===== src/rtl/adsr_pkg.sv =====
package adsr_pkg;

    localparam int TIME_W = 32;
    localparam int LVL_W  = 16;
    localparam int OP_W   = 2;
    localparam int IDX_W  = 3;
    localparam int PROD_W = TIME_W + LVL_W;
    localparam int CNT_W  = $clog2(PROD_W + 1);

    localparam logic [OP_W-1:0] OP_TICK     = 2'd0;
    localparam logic [OP_W-1:0] OP_GATE_ON  = 2'd1;
    localparam logic [OP_W-1:0] OP_GATE_OFF = 2'd2;

    localparam logic [IDX_W-1:0] REG_ATTACK  = 3'd0;
    localparam logic [IDX_W-1:0] REG_DECAY   = 3'd1;
    localparam logic [IDX_W-1:0] REG_RELEASE = 3'd2;
    localparam logic [IDX_W-1:0] REG_PEAK    = 3'd3;
    localparam logic [IDX_W-1:0] REG_SUSTAIN = 3'd4;

    localparam logic [LVL_W-1:0] PEAK_RST    = 16'hFFFF;
    localparam logic [LVL_W-1:0] SUSTAIN_RST = 16'h8000;

    typedef enum logic [2:0] {
        PH_OFF     = 3'd0,
        PH_START   = 3'd1,
        PH_ATTACK  = 3'd2,
        PH_DECAY   = 3'd3,
        PH_SUSTAIN = 3'd4,
        PH_RELTRIG = 3'd5,
        PH_RELEASE = 3'd6
    } phase_t;

    typedef enum logic [1:0] {
        ST_IDLE,
        ST_EVAL,
        ST_WAIT,
        ST_DONE
    } seq_state_t;

    typedef enum logic [1:0] {
        MD_IDLE,
        MD_MUL,
        MD_DIV
    } md_state_t;

    typedef enum logic [1:0] {
        LM_ATTACK,
        LM_DECAY_UP,
        LM_DECAY_DN,
        LM_RELEASE
    } lvl_mode_t;

    typedef struct packed {
        logic              start;
        logic [TIME_W-1:0] mcand;
        logic [LVL_W-1:0]  mplier;
        logic [LVL_W-1:0]  divisor;
    } md_req_t;

    typedef struct packed {
        logic              done;
        logic [PROD_W-1:0] quotient;
    } md_rsp_t;

endpackage


===== src/rtl/adsr_in_if.sv =====
interface adsr_in_if import adsr_pkg::*; ();
    logic              valid;
    logic              ready;
    logic [OP_W-1:0]   opcode;
    logic [TIME_W-1:0] now;

    modport source (output valid, output opcode, output now, input ready);
    modport sink (input valid, input opcode, input now, output ready);
endinterface


===== src/rtl/adsr_out_if.sv =====
interface adsr_out_if import adsr_pkg::*; ();
    logic             valid;
    logic             ready;
    logic [LVL_W-1:0] level;
    logic             idle;

    modport source (output valid, output level, output idle, input ready);
    modport sink (input valid, input level, input idle, output ready);
endinterface


===== src/rtl/adsr_cfg_if.sv =====
interface adsr_cfg_if import adsr_pkg::*; ();
    logic             valid;
    logic             ready;
    logic [IDX_W-1:0] index;
    logic [LVL_W-1:0] data;

    modport source (output valid, output index, output data, input ready);
    modport sink (input valid, input index, input data, output ready);
endinterface


===== src/rtl/adsr_muldiv.sv =====
module adsr_muldiv import adsr_pkg::*;
(
    input  logic    clk,
    input  logic    rst_n,
    input  md_req_t req,
    output md_rsp_t rsp
);

    localparam logic [CNT_W-1:0] DIV_SHORT = CNT_W'(TIME_W);
    localparam logic [CNT_W-1:0] DIV_LONG  = CNT_W'(PROD_W);

    md_state_t         state_reg, state_next;
    logic [TIME_W-1:0] mcand_reg, mcand_next;
    logic [LVL_W-1:0]  mplier_reg, mplier_next;
    logic [LVL_W-1:0]  divisor_reg, divisor_next;
    logic [PROD_W-1:0] quo_reg, quo_next;
    logic [LVL_W-1:0]  rem_reg, rem_next;
    logic [CNT_W-1:0]  cnt_reg, cnt_next;
    logic              done_reg, done_next;

    logic [PROD_W-1:0] product;
    logic [LVL_W:0]    shifted;
    logic [LVL_W:0]    diff;
    logic              fits;

    assign product = PROD_W'(mcand_reg) * PROD_W'(mplier_reg);
    assign shifted = {rem_reg, quo_reg[PROD_W-1]};
    assign diff    = shifted - {1'b0, divisor_reg};
    assign fits    = (shifted >= {1'b0, divisor_reg});

    always_ff @(posedge clk or negedge rst_n)
    begin
        if (!rst_n)
        begin
            state_reg <= MD_IDLE;
            done_reg  <= 1'b0;
            cnt_reg   <= '0;
        end
        else
        begin
            state_reg <= state_next;
            done_reg  <= done_next;
            cnt_reg   <= cnt_next;
        end
    end

    always_ff @(posedge clk)
    begin
        mcand_reg   <= mcand_next;
        mplier_reg  <= mplier_next;
        divisor_reg <= divisor_next;
        quo_reg     <= quo_next;
        rem_reg     <= rem_next;
    end

    always_comb
    begin
        state_next   = state_reg;
        mcand_next   = mcand_reg;
        mplier_next  = mplier_reg;
        divisor_next = divisor_reg;
        quo_next     = quo_reg;
        rem_next     = rem_reg;
        cnt_next     = cnt_reg;
        done_next    = 1'b0;
        case (state_reg)
            MD_IDLE:
            begin
                if (req.start)
                begin
                    mcand_next   = req.mcand;
                    mplier_next  = req.mplier;
                    divisor_next = req.divisor;
                    state_next   = MD_MUL;
                end
            end
            MD_MUL:
            begin
                rem_next = '0;
                if (product[PROD_W-1:TIME_W] == '0)
                begin
                    quo_next = {product[TIME_W-1:0], {LVL_W{1'b0}}};
                    cnt_next = DIV_SHORT;
                end
                else
                begin
                    quo_next = product;
                    cnt_next = DIV_LONG;
                end
                state_next = MD_DIV;
            end
            MD_DIV:
            begin
                rem_next = fits ? diff[LVL_W-1:0] : shifted[LVL_W-1:0];
                quo_next = {quo_reg[PROD_W-2:0], fits};
                cnt_next = cnt_reg - CNT_W'(1);
                if (cnt_reg == CNT_W'(1))
                begin
                    done_next  = 1'b1;
                    state_next = MD_IDLE;
                end
            end
            default:
            begin
                state_next = MD_IDLE;
            end
        endcase
    end

    assign rsp.done     = done_reg;
    assign rsp.quotient = quo_reg;

endmodule


===== src/rtl/adsr_envelope_generator_unit.sv =====
// channel  dir  words                        handshake
// cmd      in   opcode, now                  valid/ready
// res      out  level, idle                  valid/ready
// cfg      in   index, data                  valid/ready, ready always high
//
// gate commands finish in idle; a tick with a ramp goes evaluate, wait, done;
// the serial divider takes all 48 product bits, or 32 if the top 16 are zero
// a tick that needs no division (sustain, off, zero ramp time) skips the wait
// reset puts the envelope off and the registers at their defaults, no sweep
// a stalled result word holds in the output register; a next command is taken
module adsr_envelope_generator_unit import adsr_pkg::*;
(
    input  logic              clk,
    input  logic              rst_n,
    adsr_in_if.sink           cmd,
    adsr_out_if.source        res,
    adsr_cfg_if.sink          cfg
);

    seq_state_t        state_reg, state_next;
    phase_t            phase_reg, phase_next;
    logic [TIME_W-1:0] stamp_reg, stamp_next;
    logic [TIME_W-1:0] offset_reg, offset_next;
    logic              pending_reg, pending_next;
    logic [TIME_W-1:0] now_reg, now_next;
    lvl_mode_t         mode_reg, mode_next;
    logic [LVL_W-1:0]  rlevel_reg, rlevel_next;
    logic              ridle_reg, ridle_next;
    logic              res_valid_reg, res_valid_next;
    logic [LVL_W-1:0]  res_level_reg, res_level_next;
    logic              res_idle_reg, res_idle_next;

    logic [LVL_W-1:0]  attack_reg, decay_reg, release_reg, peak_reg, sustain_reg;

    md_req_t           md_req;
    md_rsp_t           md_rsp;

    logic [TIME_W-1:0] lt;
    logic [TIME_W-1:0] rel_off;
    logic [TIME_W-1:0] elapsed;
    logic [LVL_W:0]    ad_sum;
    logic [LVL_W-1:0]  dmag;
    logic              dup;
    phase_t            eff_phase;
    logic              attack_hit, decay_zone, decay_hit, sustain_zone, rel_zone, rel_hit;

    adsr_muldiv u_muldiv
    (
        .clk   (clk),
        .rst_n (rst_n),
        .req   (md_req),
        .rsp   (md_rsp)
    );

    // config registers
    assign cfg.ready = 1'b1;

    always_ff @(posedge clk or negedge rst_n)
    begin
        if (!rst_n)
        begin
            attack_reg  <= '0;
            decay_reg   <= '0;
            release_reg <= '0;
            peak_reg    <= PEAK_RST;
            sustain_reg <= SUSTAIN_RST;
        end
        else if (cfg.valid)
        begin
            case (cfg.index)
                REG_ATTACK:  attack_reg  <= cfg.data;
                REG_DECAY:   decay_reg   <= cfg.data;
                REG_RELEASE: release_reg <= cfg.data;
                REG_PEAK:    peak_reg    <= cfg.data;
                REG_SUSTAIN: sustain_reg <= cfg.data;
                default:     ;
            endcase
        end
    end

    always_ff @(posedge clk or negedge rst_n)
    begin
        if (!rst_n)
        begin
            state_reg     <= ST_IDLE;
            phase_reg     <= PH_OFF;
            stamp_reg     <= '0;
            offset_reg    <= '0;
            pending_reg   <= 1'b0;
            res_valid_reg <= 1'b0;
        end
        else
        begin
            state_reg     <= state_next;
            phase_reg     <= phase_next;
            stamp_reg     <= stamp_next;
            offset_reg    <= offset_next;
            pending_reg   <= pending_next;
            res_valid_reg <= res_valid_next;
        end
    end

    always_ff @(posedge clk)
    begin
        now_reg       <= now_next;
        mode_reg      <= mode_next;
        rlevel_reg    <= rlevel_next;
        ridle_reg     <= ridle_next;
        res_level_reg <= res_level_next;
        res_idle_reg  <= res_idle_next;
    end

    // phase decode for a tick
    assign lt         = now_reg - ((phase_reg == PH_START) ? now_reg : stamp_reg);
    assign eff_phase  = (phase_reg == PH_START) ? PH_ATTACK : phase_reg;
    assign ad_sum     = {1'b0, attack_reg} + {1'b0, decay_reg};
    assign dup        = (sustain_reg >= peak_reg);
    assign dmag       = dup ? (sustain_reg - peak_reg) : (peak_reg - sustain_reg);
    assign rel_zone   = (eff_phase == PH_RELTRIG) || (eff_phase == PH_RELEASE);
    assign rel_off    = (eff_phase == PH_RELTRIG) ? lt : offset_reg;
    assign elapsed    = lt - rel_off;

    assign attack_hit   = (eff_phase == PH_ATTACK) && (lt <= TIME_W'(attack_reg));
    assign decay_zone   = ((eff_phase == PH_ATTACK) && !attack_hit) || (eff_phase == PH_DECAY);
    assign decay_hit    = decay_zone && (lt <= TIME_W'(ad_sum));
    assign sustain_zone = (decay_zone && !decay_hit) || (eff_phase == PH_SUSTAIN);
    assign rel_hit      = rel_zone && (release_reg != '0) && (elapsed <= TIME_W'(release_reg));

    assign cmd.ready = (state_reg == ST_IDLE);

    always_comb
    begin
        state_next     = state_reg;
        phase_next     = phase_reg;
        stamp_next     = stamp_reg;
        offset_next    = offset_reg;
        pending_next   = pending_reg;
        now_next       = now_reg;
        mode_next      = mode_reg;
        rlevel_next    = rlevel_reg;
        ridle_next     = ridle_reg;
        res_valid_next = res_valid_reg;
        res_level_next = res_level_reg;
        res_idle_next  = res_idle_reg;
        md_req         = '0;

        if (res_valid_reg && res.ready)
        begin
            res_valid_next = 1'b0;
        end

        case (state_reg)
            ST_IDLE:
            begin
                if (cmd.valid)
                begin
                    case (cmd.opcode)
                        OP_TICK:
                        begin
                            now_next   = cmd.now;
                            state_next = ST_EVAL;
                        end
                        OP_GATE_ON:
                        begin
                            if (phase_reg == PH_OFF)
                            begin
                                stamp_next   = '0;
                                offset_next  = '0;
                                pending_next = 1'b0;
                                phase_next   = PH_START;
                            end
                        end
                        OP_GATE_OFF:
                        begin
                            if (phase_reg inside {PH_START, PH_ATTACK, PH_DECAY})
                            begin
                                pending_next = 1'b1;
                            end
                            else if (phase_reg == PH_SUSTAIN)
                            begin
                                phase_next = PH_RELTRIG;
                            end
                        end
                        default: ;
                    endcase
                end
            end
            ST_EVAL:
            begin
                ridle_next = 1'b0;
                if (phase_reg == PH_START)
                begin
                    stamp_next = now_reg;
                end
                if (rel_zone)
                begin
                    offset_next = rel_off;
                end
                if (attack_hit)
                begin
                    phase_next = PH_ATTACK;
                    if (attack_reg == '0)
                    begin
                        rlevel_next = peak_reg;
                    end
                    else
                    begin
                        md_req.start   = 1'b1;
                        md_req.mcand   = lt;
                        md_req.mplier  = peak_reg;
                        md_req.divisor = attack_reg;
                        mode_next      = LM_ATTACK;
                    end
                end
                else if (decay_hit)
                begin
                    phase_next = PH_DECAY;
                    if (decay_reg == '0)
                    begin
                        rlevel_next = sustain_reg;
                    end
                    else
                    begin
                        md_req.start   = 1'b1;
                        md_req.mcand   = lt - TIME_W'(attack_reg);
                        md_req.mplier  = dmag;
                        md_req.divisor = decay_reg;
                        mode_next      = dup ? LM_DECAY_UP : LM_DECAY_DN;
                    end
                end
                else if (sustain_zone)
                begin
                    rlevel_next = sustain_reg;
                    if (pending_reg)
                    begin
                        offset_next  = lt;
                        pending_next = 1'b0;
                        phase_next   = PH_RELEASE;
                    end
                    else
                    begin
                        phase_next = PH_SUSTAIN;
                    end
                end
                else if (rel_hit)
                begin
                    phase_next     = PH_RELEASE;
                    md_req.start   = 1'b1;
                    md_req.mcand   = elapsed;
                    md_req.mplier  = sustain_reg;
                    md_req.divisor = release_reg;
                    mode_next      = LM_RELEASE;
                end
                else
                begin
                    phase_next  = PH_OFF;
                    rlevel_next = '0;
                    ridle_next  = 1'b1;
                end
                state_next = md_req.start ? ST_WAIT : ST_DONE;
            end
            ST_WAIT:
            begin
                if (md_rsp.done)
                begin
                    case (mode_reg)
                        LM_ATTACK:   rlevel_next = md_rsp.quotient[LVL_W-1:0];
                        LM_DECAY_UP: rlevel_next = peak_reg + md_rsp.quotient[LVL_W-1:0];
                        LM_DECAY_DN:
                        begin
                            if (md_rsp.quotient > PROD_W'(peak_reg))
                            begin
                                rlevel_next = '0;
                            end
                            else
                            begin
                                rlevel_next = peak_reg - md_rsp.quotient[LVL_W-1:0];
                            end
                        end
                        LM_RELEASE:  rlevel_next = sustain_reg - md_rsp.quotient[LVL_W-1:0];
                        default:     rlevel_next = '0;
                    endcase
                    state_next = ST_DONE;
                end
            end
            ST_DONE:
            begin
                if (!res_valid_reg || res.ready)
                begin
                    res_valid_next = 1'b1;
                    res_level_next = rlevel_reg;
                    res_idle_next  = ridle_reg;
                    state_next     = ST_IDLE;
                end
            end
            default:
            begin
                state_next = ST_IDLE;
            end
        endcase
    end

    assign res.valid = res_valid_reg;
    assign res.level = res_level_reg;
    assign res.idle  = res_idle_reg;

endmodule


===== src/flat_wrapper.sv =====
// flat-port wrapper written by rule: the top's interface ports become plain ports
module adsr_envelope_generator_unit_flat import adsr_pkg::*;
  (clk, rst_n, cmd_valid, cmd_opcode, cmd_now, cmd_ready, res_valid, res_level, res_idle, res_ready, cfg_valid, cfg_index, cfg_data, cfg_ready);
  adsr_in_if cmd_i ();
  adsr_out_if res_i ();
  adsr_cfg_if cfg_i ();
  input  logic clk;
  input  logic rst_n;
  input wire logic [$bits(cmd_i.valid)-1:0] cmd_valid;
  input wire logic [$bits(cmd_i.opcode)-1:0] cmd_opcode;
  input wire logic [$bits(cmd_i.now)-1:0] cmd_now;
  output wire logic [$bits(cmd_i.ready)-1:0] cmd_ready;
  output wire logic [$bits(res_i.valid)-1:0] res_valid;
  output wire logic [$bits(res_i.level)-1:0] res_level;
  output wire logic [$bits(res_i.idle)-1:0] res_idle;
  input wire logic [$bits(res_i.ready)-1:0] res_ready;
  input wire logic [$bits(cfg_i.valid)-1:0] cfg_valid;
  input wire logic [$bits(cfg_i.index)-1:0] cfg_index;
  input wire logic [$bits(cfg_i.data)-1:0] cfg_data;
  output wire logic [$bits(cfg_i.ready)-1:0] cfg_ready;
  assign cmd_i.valid = cmd_valid;
  assign cmd_i.opcode = cmd_opcode;
  assign cmd_i.now = cmd_now;
  assign cmd_ready = cmd_i.ready;
  assign res_valid = res_i.valid;
  assign res_level = res_i.level;
  assign res_idle = res_i.idle;
  assign res_i.ready = res_ready;
  assign cfg_i.valid = cfg_valid;
  assign cfg_i.index = cfg_index;
  assign cfg_i.data = cfg_data;
  assign cfg_ready = cfg_i.ready;
  adsr_envelope_generator_unit u_core (.clk(clk), .rst_n(rst_n), .cmd(cmd_i), .res(res_i), .cfg(cfg_i));
endmodule

===== config.mk =====
export PLATFORM = sky130hd
export DESIGN_NAME = adsr_envelope_generator_unit_flat
export DESIGN_NICKNAME = d
export VERILOG_FILES = /design/src/rtl/adsr_pkg.sv /design/src/rtl/adsr_in_if.sv /design/src/rtl/adsr_out_if.sv /design/src/rtl/adsr_cfg_if.sv /design/src/rtl/adsr_muldiv.sv /design/src/rtl/adsr_envelope_generator_unit.sv /design/src/flat_wrapper.sv
export SDC_FILE = /design/constraint.sdc
export NUM_CORES = 2
export LEC_CHECK = 0
export BUFFER_PORTS_ARGS = -buffer_cell sky130_fd_sc_hd__clkbuf_2
export CAP_MARGIN = 20
export CORE_MARGIN = 5
export CORE_UTILIZATION = 58
export DETAILED_ROUTE_END_ITERATION = 10
export GPL_ROUTABILITY_DRIVEN = 0
export GPL_TIMING_DRIVEN = 0
export PLACE_DENSITY_LB_ADDON = 0.2
export SYNTH_ARGS = -nofsm -noshare
export SYNTH_HDL_FRONTEND = slang
export SYNTH_SLANG_ARGS = --single-unit

===== constraint.sdc =====
create_clock -name clk -period 11.43 [get_ports clk]
set_clock_uncertainty 0.1 [all_clocks]
set_input_delay 1.7145 -clock clk [delete_from_list [all_inputs] [get_ports clk]]
set_output_delay 1.7145 -clock clk [all_outputs]
set_load 0.03 [all_outputs]

After elaboration in Yosys (flattened, before gate mapping)
Index checks and enable logic that the tools add are counted.
- flip-flop bits (word level): 356
- input port bits: 58
- output and inout bits: 20
- add/subtract/negate cells: 11
- $mul: 1
- magnitude comparators: 6
- equality and inequality tests: 46
- multiplexer cells: 79
- reductions and logical operators: 45
- operators by type and width (cell ; count):
    65-bit two-way mux ; 8
    32-bit two-way mux ; 10
    16-bit two-way mux ; 10
    32-bit one-hot mux with 2 select lines ; 2
    48-bit one-hot mux with 2 select lines ; 1
    16-bit subtractor ; 5
    32-bit by 16-bit less-or-equal comparator with 1-bit output ; 2
    16-bit one-hot mux with 2 select lines ; 2
    16-bit one-hot mux with 4 select lines ; 1
    32-bit subtractor ; 2
    48-bit by 16-bit > comparator with 1-bit output ; 1
    16-bit zero test ; 3
    32-bit by 16-bit multiplier with 48-bit output ; 1
    48-bit two-way mux ; 1
    32-bit by 17-bit less-or-equal comparator with 1-bit output ; 1
    32-bit by 16-bit subtractor with 32-bit output ; 1
    2-bit two-way mux ; 14
    3-bit two-way mux ; 9
    3-bit by 2-bit equality test with 1-bit output, second input constant ; 6
    16-bit by 16-bit adder with 17-bit output ; 1
    17-bit by 16-bit >= comparator with 1-bit output ; 1
    16-bit adder ; 1
    16-bit >= comparator ; 1
    2-bit AND reduction ; 8
    other kinds (34) ; 96

Logic depth before layout (Yosys ltp)
- depth in word-level cells: 19
- mapped depth: 39
- gate-level depth less buffers: 36

Cells and area by module
A second synthesis with hierarchy kept.
- cell total of the unflattened synthesis: 4853
- area total of the unflattened synthesis: 43085.1 µm²
- modules (own cells, without submodules) (module ; instances ; cells an instance ; area each (µm²)):
    adsr_muldiv ; 1 ; 2430 ; 22793.1
    adsr_envelope_generator_unit ; 1 ; 2423 ; 20292.0

Worst setup path after synthesis
Ideal clock, no wire load.
- path kind: reg-to-reg
- start: register u_core.phase_reg[0]
- end: register u_core.u_muldiv.divisor_reg[0] (enable)
- setup time: 0.486 ns
- arrival: 10.070 ns
- data required time: 10.844 ns
- slack: 0.774 ns
- cell stages (with the launch flop): 34
- buffers on the path: 3
- period minus slack after synthesis: 10.656 ns
- cells stage by stage: dfrtp_1 -> clkbuf_1 -> nor2b_1 -> and2_1 -> clkbuf_1 -> clkbuf_1 -> mux2i_1 -> ha_1 -> o21ai_0 -> a21oi_1 -> o31a_1 -> a21oi_1 -> nor2b_1 -> o21ai_0 -> nand2b_1 -> a21o_1 -> a21o_1 -> a21o_1 -> a21oi_1 -> xnor2_1 -> mux2i_1 -> ha_1 -> nand2_1 -> or3_1 -> o221a_2 -> a2111oi_0 -> a221oi_1 -> a2111oi_2 -> mux2_2 -> o22ai_1 -> a2111o_1 -> o31a_2 -> or2_1 -> nor2_1
- word-level cells in the longest chain between the ends: 18
- RTL lines (item ; line ; source):
    from (decl) ; adsr_envelope_generator_unit.sv:21 ; phase_t phase_reg, phase_next;
    from (signal assigned) ; adsr_envelope_generator_unit.sv:95 ; phase_reg <= phase_next;
    branches (longest 14 deep; another with 32-bit subtractor) ; - ;
    65-bit two-way mux (*) ; adsr_envelope_generator_unit.sv:199 ; if (attack_hit)
    65-bit two-way mux (*) (2 in a row) ; adsr_envelope_generator_unit.sv:152 ; case (state_reg)
    2-bit AND reduction (no source line) (*) ; - ;
    to (signal assigned) ; adsr_muldiv.sv:51 ; divisor_reg <= divisor_next;
    to (decl) ; adsr_muldiv.sv:15 ; logic [LVL_W-1:0] divisor_reg, divisor_next;
Every way passes the cells marked *. The select of a mux whose other input is x is not followed.
A chain may end at the register's enable or synchronous reset.

Worst setup path after layout
- start: register u_core.phase_reg[0]
- end: register u_core.u_muldiv.mplier_reg[9], data pin
- word-level cells in the longest chain between the ends: 16
- RTL lines (item ; line ; source):
    branches (longest 14 deep; another with 32-bit subtractor) ; - ;
    65-bit two-way mux (*) ; adsr_envelope_generator_unit.sv:199 ;
    65-bit two-way mux (*) ; adsr_envelope_generator_unit.sv:152 ;
    to (signal assigned) ; adsr_muldiv.sv:50 ; mplier_reg <= mplier_next;
    to (decl) ; adsr_muldiv.sv:14 ; logic [LVL_W-1:0] mplier_reg, mplier_next;
Marks and branches as above.

==> impl_results.md <==
- Worst-path fanout max: 10
- Switching share of power: around half
- Synthesized area per cell: between 9 and 10 µm²
- Fin. Hold Viols: 0
- Synth cell count leaders: inv_1, nand2_1, fa_1
- Root Driver: clkbuf_16
- Nets: between 5,000 and 6,000
- Post-Route WL: ~120,000 µm
- Routed vias: approximately 35,000
- Area grow syn2layout: 7.180%
- Sw power: between 4 and 5 mW
- Grt ovf: 0
- Core area: approximately 71,000 µm²
- CP dominant cell by count: a21oi_1
- Layout Cells excl Fill: around 5,700
- Core Util, Final: between 60% and 70%
- Port Buffers: 76
- Final HPWL DP: about 99,000 µm
- Critical path startpoint category: register
- H-tree depth: 2
- Clock sink count: 356
- Register area share after synthesis: a little under a quarter
- PwrDens: between 200 and 250 nW/µm²
- Synth Net Count: approximately 5,400
- Worst vdd ir: about 0.25 mV
- Post-synth EDFFs: approximately 200
- Placed Cells incl. Taps: 5,607
- Max_cap viols: 0
- Yosys cell types: just over 100
- Synth Instances: about 4,600
- Reg clk slew, reported paths: 0.06 ns
- Fin. max-slew vios: 0
- Rows: 98
- Worst r2r src: u_core.phase_reg[0]
- Antenna viol nets, final: 0
- Flop pwr share: a little under a fifth
- Largest net degree at the start of global routing: 95
- Final min period: around 11 ns
- Final Cell Area: 44,810 µm²
- Worst Hold Class: reg2reg
- Share of the synthesized area in the top cell type: between 20% and 30%
- R2R depth: 35
- RSZ-0062 raised after global routing: no
- Crit path required time: between 10 and 15 ns
- Wire length per cell: between 20 and 25 µm
- Initial Util: about three fifths
- Hold path endpoint: u_core.res.level[15]
- Max-slew headroom: 27.37%
- # setup viols final: 0
- Clock power frac: a little over an eighth
- Top cells by area, synth: fa_1, edfxtp_1, ha_1
- Largest area contributor in the netlist: fa_1
- Critical path's largest stage delay: around 0.76 ns
- Tightest Pin Transition: 1.082 ns
- Post-CTS Setup Repair Bufs: 0
- CTS Buf Count: 39
- DIE AREA: 77,550 µm²
- Reg-to-reg slack, setup: 0.43 ns
- Vias per std cell: just over 6
- WHS Path Cells: 0
- Launch point of the worst hold path: u_core.rlevel_reg[15]
- Initial antenna violation count: 5
- Synthesized area: 41,810 µm²
- Critical Path Sink Type: register
- FF+latch count, synth: roughly 360
- Synth warnings: 0
- Outcome: complete, no violations
- P_int: just under 5 mW
- Fraction of registers with async set or reset after synthesis: between 40% and 50%
- Tot Pwr: roughly 9.6 mW
- Max frequency: 90.92 MHz
- Die width: 278.5 µm
- Detailed Route Iter0 Violations: between 3,000 and 4,000
- Slowest stage cell, crit path: clkbuf_1
- R2R Path End: u_core.u_muldiv.mplier_reg[9]
- Vias in the first global route: approximately 35,000
- Leak: 19.56 nW
- WP data arrival: approximately 11 ns
- Chip height: around 280 µm
- Fin crit share: a little over nine tenths
- Tot GR Track Use: a little under a third
- Clk buf depth: 3
- Final routed DRC violation total: 0
- Max reg flops: between 40 and 50
- Layout cell share with drive strength beyond 1: around 6%
- Ports: 78
- Global-route wire length before repair: 194,000 µm
- Placed Area: between 40,000 and 50,000 µm²
- Synth Flop Type: edfxtp_1
- Setup CP Type: reg2reg
- Most frequent cell after synthesis: inv_1
- Drt pass-1 iters: 8
- CTS tree: built
- Clk_lat worst skew: around 0.58 ns
- Combinational group share of total power: between 60% and 70%
[kinds of logic after synthesis]
logic type	count (synthesis)	share of synthesized area, %
AOI/OAI and AO/OA	979	15.58
adders and majority gates	792	31.38
muxes	138	3.457
DFF	356	23.71
xor gates and xnor gates	153	3.238
buffers and inverters	828	7.605
and+or+nand+nor	1329	15.02
other	1	0.008970
[power by group through the flow]
stage,logic (mW),clock network [mW],registers (mW)
2_1_floorplan,4.80,0,1.81
3_3_place_gp,6.22,0,1.82
3_5_place_dp,6.35,0,1.82
4_1_cts,6.40,1.32,1.80
5_1_grt,7.16,1.37,1.83
6_report,6.52,1.30,1.81
[placed cells by master, fill, tap and decap left out, types with 41 or more instances in the layout]
| cell | synthesis | layout |
|---|---|---|
| edfxtp_1 | 196 | 196 |
| a221o_1 | 45 | 45 |
| nand2_1 | 574 | 574 |
| a21o_1 | 77 | 77 |
| nand3_1 | 48 | 48 |
| dfrtp_1 | 143 | 143 |
| xor2_1 | 54 | 54 |
| o21bai_1 | 41 | 41 |
| inv_1 | 619 | 619 |
| mux2_2 | 50 | 50 |
| and2_1 | 194 | 194 |
| clkbuf_2 | 0 | 76 |
| xnor2_1 | 98 | 98 |
| a21oi_1 | 223 | 223 |
| clkbuf_1 | 179 | 184 |
| fa_1 | 428 | 428 |
| mux2i_1 | 87 | 87 |
| nor2_1 | 230 | 229 |
| o21ai_0 | 241 | 241 |
| ha_1 | 363 | 362 |
| nor3_1 | 64 | 64 |
[through the flow]
| stage | hold WS (ns) | TNS, ns | setup WS [ns] |
|---|---|---|---|
| detailed placement | 0.3045 | 0 | 0.4789 |
| global placement | 0.3004 | -145.08 | -2.277 |
| global route | 0.3248 | 0 | 0.01123 |
| finish | 0.3184 | 0 | 0.4312 |
| floorplan | 0.3003 | 0 | 0.7740 |
| CTS | 0.3198 | 0 | 0.3959 |
[worst max-delay path by stage]
stage | slack (ns) | endpoint | start | cells after the start
2_1_floorplan | 0.77 | u_core.u_muldiv.divisor_reg[0] | u_core.phase_reg[0] | 33
3_3_place_gp | -2.28 | u_core.u_muldiv.mcand_reg[18] | u_core.phase_reg[0] | 27
3_5_place_dp | 0.48 | u_core.u_muldiv.mcand_reg[18] | u_core.phase_reg[0] | 35
4_1_cts | 0.40 | u_core.u_muldiv.mcand_reg[18] | u_core.phase_reg[0] | 35
5_1_grt | 0.01 | u_core.u_muldiv.mplier_reg[9] | u_core.phase_reg[0] | 35
6_report | 0.43 | u_core.u_muldiv.mplier_reg[9] | u_core.phase_reg[0] | 35
[critical path, delay by kind of cell, from the launching register on]
| family | cells | cell delay [ns] |
|---|---|---|
| compound gates | 16 | 3.59 |
| xor+xnor | 2 | 0.95 |
| fa+ha+maj | 3 | 1.22 |
| buf+inv | 4 | 2.35 |
| flops | 1 | 0.32 |
| mux | 2 | 0.40 |
| simple gates | 8 | 1.82 |
[routing by layer]
layer  vias to the layer above  GRT usage, %  part of all wire [%]
met5                         -             0                 0.022
met4                         4         12.24                   4.6
met3                       360         6.174                   9.4
met2                      1661         50.60                    46
met1                     17210         42.66                    40
li1                      15780             -                     -
[final cells by class]
cell class	count	area (µm²)
clock inverter	22	246.5
antenna	1	2.502
fill	6107	26680
multi-input combinational	3393	28750
clock buffer	49	1044
sequential	356	9911
inverter	622	2335
timing repair buffer	81	479.2
buffer	206	852.1
tap	950	1189
[what timing repair did]
| item | in CTS | in global routing |
|---|---|---|
| setup endpoints to repair | 0 | 34 |
| hold buffers | 0 | 0 |
| resized for setup | 0 | 4 |
Note: power is estimated with default switching activity, not from simulation.
